### src/sv/assert_macros.svh
// Assertion helpers shared by the RTL files.
`ifndef ASSERT_MACROS_SVH
`define ASSERT_MACROS_SVH
`ifndef SYNTHESIS
// checked only out of reset
`define IOSL_ASSERT(lbl, clk, rstn, prop, msg) \
  lbl: assert property (@(posedge clk) disable iff (!(rstn)) (prop)) else $error(msg);
// checked at every edge, reset included
`define IOSL_ASSERT_ALWAYS(lbl, clk, prop, msg) \
  lbl: assert property (@(posedge clk) (prop)) else $error(msg);
`else
`define IOSL_ASSERT(lbl, clk, rstn, prop, msg)
`define IOSL_ASSERT_ALWAYS(lbl, clk, prop, msg)
`endif
`endif

### src/sv/iosl_pkg.sv
package iosl_pkg;

  localparam int NODES  = 1024;
  localparam int LINK_W = $clog2(NODES + 1);
  localparam int ADDR_W = $clog2(NODES);
  localparam int IDX_W  = 10;
  localparam int MODE_W = 2;
  localparam int STAT_W = 2;
  localparam int CNT_W  = 11;

  localparam logic [LINK_W-1:0] NONE_LINK = LINK_W'(NODES);

  typedef logic [MODE_W-1:0] mode_t;
  typedef logic [STAT_W-1:0] status_t;
  typedef logic [LINK_W-1:0] link_t;
  typedef logic [ADDR_W-1:0] addr_t;

  localparam mode_t MODE_INSERT = 2'd0;
  localparam mode_t MODE_REMOVE = 2'd1;
  localparam mode_t MODE_QUERY  = 2'd2;

  localparam status_t ST_OK         = 2'd0;
  localparam status_t ST_NOT_MEMBER = 2'd1;
  localparam status_t ST_DUPLICATE  = 2'd2;

  // controller -> datapath
  typedef struct packed {
    logic clear_wr;
    logic accept;
    logic eval;
    logic nbr;
  } cmd_t;

  // datapath -> controller
  typedef struct packed {
    logic clear_last;
  } sts_t;

  function automatic link_t idx_to_link(input logic [IDX_W-1:0] ix);
    return LINK_W'(ix);
  endfunction

  function automatic logic idx_in_range(input logic [IDX_W-1:0] ix);
    return 32'(ix) < 32'(NODES);
  endfunction

endpackage

### src/sv/iosl_ctrl.sv
module iosl_ctrl
  import iosl_pkg::*;
(
  input  logic clk,
  input  logic rst_n,
  input  logic start,
  output logic busy,
  output cmd_t cmd,
  input  sts_t sts
);

  typedef enum logic [3:0] {
    S_CLEAR = 4'b0001,
    S_IDLE  = 4'b0010,
    S_EVAL  = 4'b0100,
    S_NBR   = 4'b1000
  } state_t;

  state_t state_r, state_nxt;

  always_comb begin
    state_nxt = state_r;
    unique case (state_r)
      S_CLEAR: if (sts.clear_last) state_nxt = S_IDLE;
      S_IDLE:  if (start) state_nxt = S_EVAL;
      S_EVAL:  state_nxt = S_NBR;
      S_NBR:   state_nxt = S_IDLE;
      default: state_nxt = S_CLEAR;
    endcase
  end

  always_ff @(posedge clk) begin
    if (!rst_n) begin
      state_r <= S_CLEAR;
    end else begin
      state_r <= state_nxt;
    end
  end

  assign busy         = (state_r != S_IDLE);
  assign cmd.clear_wr = (state_r == S_CLEAR);
  assign cmd.accept   = (state_r == S_IDLE) && start;
  assign cmd.eval     = (state_r == S_EVAL);
  assign cmd.nbr      = (state_r == S_NBR);

endmodule

### config.mk
export PLATFORM = sky130hd
export DESIGN_NAME = iosl_ctrl
export DESIGN_NICKNAME = d
export VERILOG_FILES = /design/src/sv/assert_macros.svh /design/src/sv/iosl_pkg.sv /design/src/sv/iosl_ctrl.sv
export SDC_FILE = /design/constraint.sdc
export NUM_CORES = 1
export LEC_CHECK = 0
export BUFFER_PORTS_ARGS = -buffer_cell sky130_fd_sc_hd__buf_2
export CAP_MARGIN = 20
export CORE_AREA = 2 2 39 41
export CTS_CLUSTER_DIAMETER = 60
export DETAILED_ROUTE_END_ITERATION = 12
export DIE_AREA = 0 0 41 43
export MAX_ROUTING_LAYER = met4
export PLACE_DENSITY = 0.38
export SKIP_CTS_REPAIR_TIMING = 1
export SLEW_MARGIN = 20
export SYNTH_ARGS = -nofsm -noshare
export SYNTH_HDL_FRONTEND = slang
export SYNTH_SLANG_ARGS = --single-unit
### constraint.sdc
create_clock -name clk -period 1.15 [get_ports clk]
set_input_delay 0.115 -clock clk [delete_from_list [all_inputs] [get_ports clk]]
set_output_delay 0.115 -clock clk [all_outputs]
set_load 0.01 [all_outputs]
==> results by group <==
Layout
  • Max reg flops: 4
  • Register name with the most flops: state_r
  • Final Net Count: 44
  • Multi-input gate area: 168 µm²
  • N_diodes: 0
  • Fin cells: 54
  • Post-layout util: 0.294
  • Storage element area: 90.1 µm²
  • Layout cells sized above 1: 0.737
  • Largest registers: state_r: 4 flops
  • Area delta synth->final: 73.8%
  • Number of fill cells in the layout: 151

Worst setup path
  • CP Data Required Time: 1.03 ns
  • Critical path arrival: 1.18 ns
  • CP Max Fanout: 4
  • Crit start category: flop
  • Worst Setup End Kind: output pin
  • Critical path class: reg -> out

Routing
  • DR iter-0 viols: 4
  • Via density: 4.13
  • 1st-pass router iterations: 2
  • Total number of vias: 223
  • Avg WL per Cell: 10.6 µm
  • # DRC: 0
  • Antenna-violating nets left: 0
  • WL final: 571 µm

Flow run
  • Max-cap violations: 0

GRT
  • Met1 Track Usage GR: 0.0705
  • Initial antenna violation count: 0
  • Vias in the first global route: 197
  • Overall Global Routing Usage: 0.0740
  • Met3 Resource Use GR: 0.0524
  • Met2 usage: 0.0938
  • First-pass GRT wire length: 786 µm
  • Largest net degree at the start of global routing: 7
  • GRT overflow: 0
  • Most used routing layer: met2

Run status
  • Failing checks: setup timing
  • Run status: finished with violations

Placement
  • Dpl cells: 46
  • Port Buffers: 8
  • Detailed Place HPWL: 427 µm
  • Routability congestion estimate: 0.721

Min path
  • Class of the worst hold path: in -> reg

STA
  • Clock skew: 0.000520 ns
  • Period utilisation layout: 1.12
  • Setup ws final: -0.143 ns
  • Fmax achieved: 0.773 GHz
  • Slew margin rel.: 0.823
  • Pins Over Slew Limit: 0
  • Final min period: 1.29 ns
  • Worst-Margin Slew: 0.262 ns
  • Final Hold Vio Count: 0
  • RSZ-0062 raised after global routing: true
  • Final setup vio count: 6

Logic synthesis
  • Synth Instances: 20
  • Top-area cell type share of the netlist area: 0.342
  • Synth unique cells: 14
  • Synth area leader: dfxtp_1
  • Synth top area cells: dfxtp_1 (34%), nor4b_4 (20%), nor4b_2 (13%), and2_1 (5.3%), o311a_1 (4.3%)
  • Mux cell area share after synthesis: 0
  • Largest family of logic cells by synthesized area: simple AND/OR/NAND/NOR gates
  • Adder-cell share of the synthesized area: 0
  • Post-Synth XOR/XNOR Area: 0.0374
  • Post-Synth Simple-Gate Area: 0.529
  • Synth warn: 0
  • Post-Syn Area per Cell: 11.7 µm²
  • Synth Area in Compound Gates: 0.0749
  • Post-Syn Nets: 24
  • Flops & latches, synth: 4
  • Mapped cell area: 234 µm²
  • Seq/Total Area, Yosys: 0.342

Clock tree
  • Clock slew at reported path FFs: 0.04 ns
  • Clock root buffer: clkbuf_4
  • Clock Sinks: 4
  • TritonCTS buffer count: 3
  • CTS tree: built
  • H-tree depth: 1
  • Clock Tree Buf Depth: 2
  • Clk Latency, worst-skew pair: 0.23 ns

Floorplanning
  • Core ar.: 1380 µm²
  • Die Y: 43 µm
  • I/O pin total: 9
  • Initial core utilization: 0.169
  • Die Span X: 41 µm
  • # rows: 14
  • Die area: 1760 µm²

Power
  • Internal power: 0.323 mW
  • Clock power share: 0.393
  • Sw Share: 0.254
  • Psw: 0.110 mW
  • Leak: 0.176 nW
  • Pwr dens: 1070 nW/µm²
  • Final Total Pwr: 0.433 mW
  • Comb pwr share: 0.226
  • Sequential Power Share: 0.381
  • Worst vdd ir: 356 µV
[power groups by stage]
stage / combinational, mW / sequential, mW / clock [mW]
floorplan: 0.0431 / 0.167 / 0
global placement: 0.0805 / 0.164 / 0
detailed placement: 0.0806 / 0.166 / 0
CTS: 0.0811 / 0.164 / 0.181
global route: 0.105 / 0.166 / 0.190
finish: 0.0980 / 0.165 / 0.170
[layer usage]
metal	vias up	part of all wire
met4	0	0
met5	-	0
met3	0	0.042
met2	5	0.56
li1	112	-
met1	106	0.40
[critical path, stage by stage, from the launching register on]
cell	delay [ns]
dfxtp_2	0.34
buf_4	0.14
nor4b_4	0.29
buf_2	0.18
[cells in the mapped netlist]
| cell type | n |
|---|---|
| and2_1 | 2 |
| and3_1 | 1 |
| dfxtp_1 | 4 |
| inv_2 | 1 |
| nand2_1 | 1 |
| nand2b_1 | 1 |
| nor2_2 | 1 |
| nor3_1 | 1 |
| nor4_1 | 1 |
| nor4b_2 | 2 |
| nor4b_4 | 2 |
| o311a_1 | 1 |
| o31ai_1 | 1 |
| xnor2_1 | 1 |
[cell families after synthesis]
group	after synthesis
DFF	4
AOI/OAI and AO/OA	2
and+or+nand+nor	12
buffers and inverters	1
xor gates and xnor gates	1
[metrics by stage]
stage	TNS [ns]	hold WS [ns]	cell area (µm²)	worst slack, ns
after floorplan	0	0.186	234	0.0131
after global placement	0	0.332	309	0.0172
after detailed placement	-0.00270	0.348	309	-0.00270
after CTS	-1.10	0.101	332	-0.258
after global routing	-1.02	0.0992	407	-0.190
final	-0.709	0.102	407	-0.143
[layout by cell type (no fill, tap or decap), drive strengths merged]
cell type  Yosys  layout
xnor2          1       1
dfxtp          4       4
inv            1       1
buf            0      15
o31ai          1       1
clkbuf         0       3
o311a          1       1
nand2          1       1
nor2           1       1
and3           1       1
and2           2       2
nand2b         1       1
nor4           1       1
nor4b          4       4
nor3           1       1
[final timing paths]
| check | start | endpoint | slack, ns | depth (start not counted) |
|---|---|---|---|---|
| min reg2reg | state_r[3]$_SDFFE_PN0P_ | state_r[3]$_SDFFE_PN0P_ | 0.62 | 2 |
| max | state_r[1]$_SDFFE_PN0P_ | cmd[3] | -0.14 | 3 |
| min | rst_n | state_r[0]$_SDFFE_PN1P_ | 0.10 | 2 |
| max reg2reg | state_r[2]$_SDFFE_PN0P_ | state_r[1]$_SDFFE_PN0P_ | -0.08 | 6 |
[layout make-up]
class,count,area share
timing repair buffer,15,0.252
clock buffer,3,0.0554
multi-input combinational,15,0.412
sequential,4,0.222
tap,16,0.0492
inverter,1,0.00923
No activity file was read; power rests on OpenSTA's default activity.
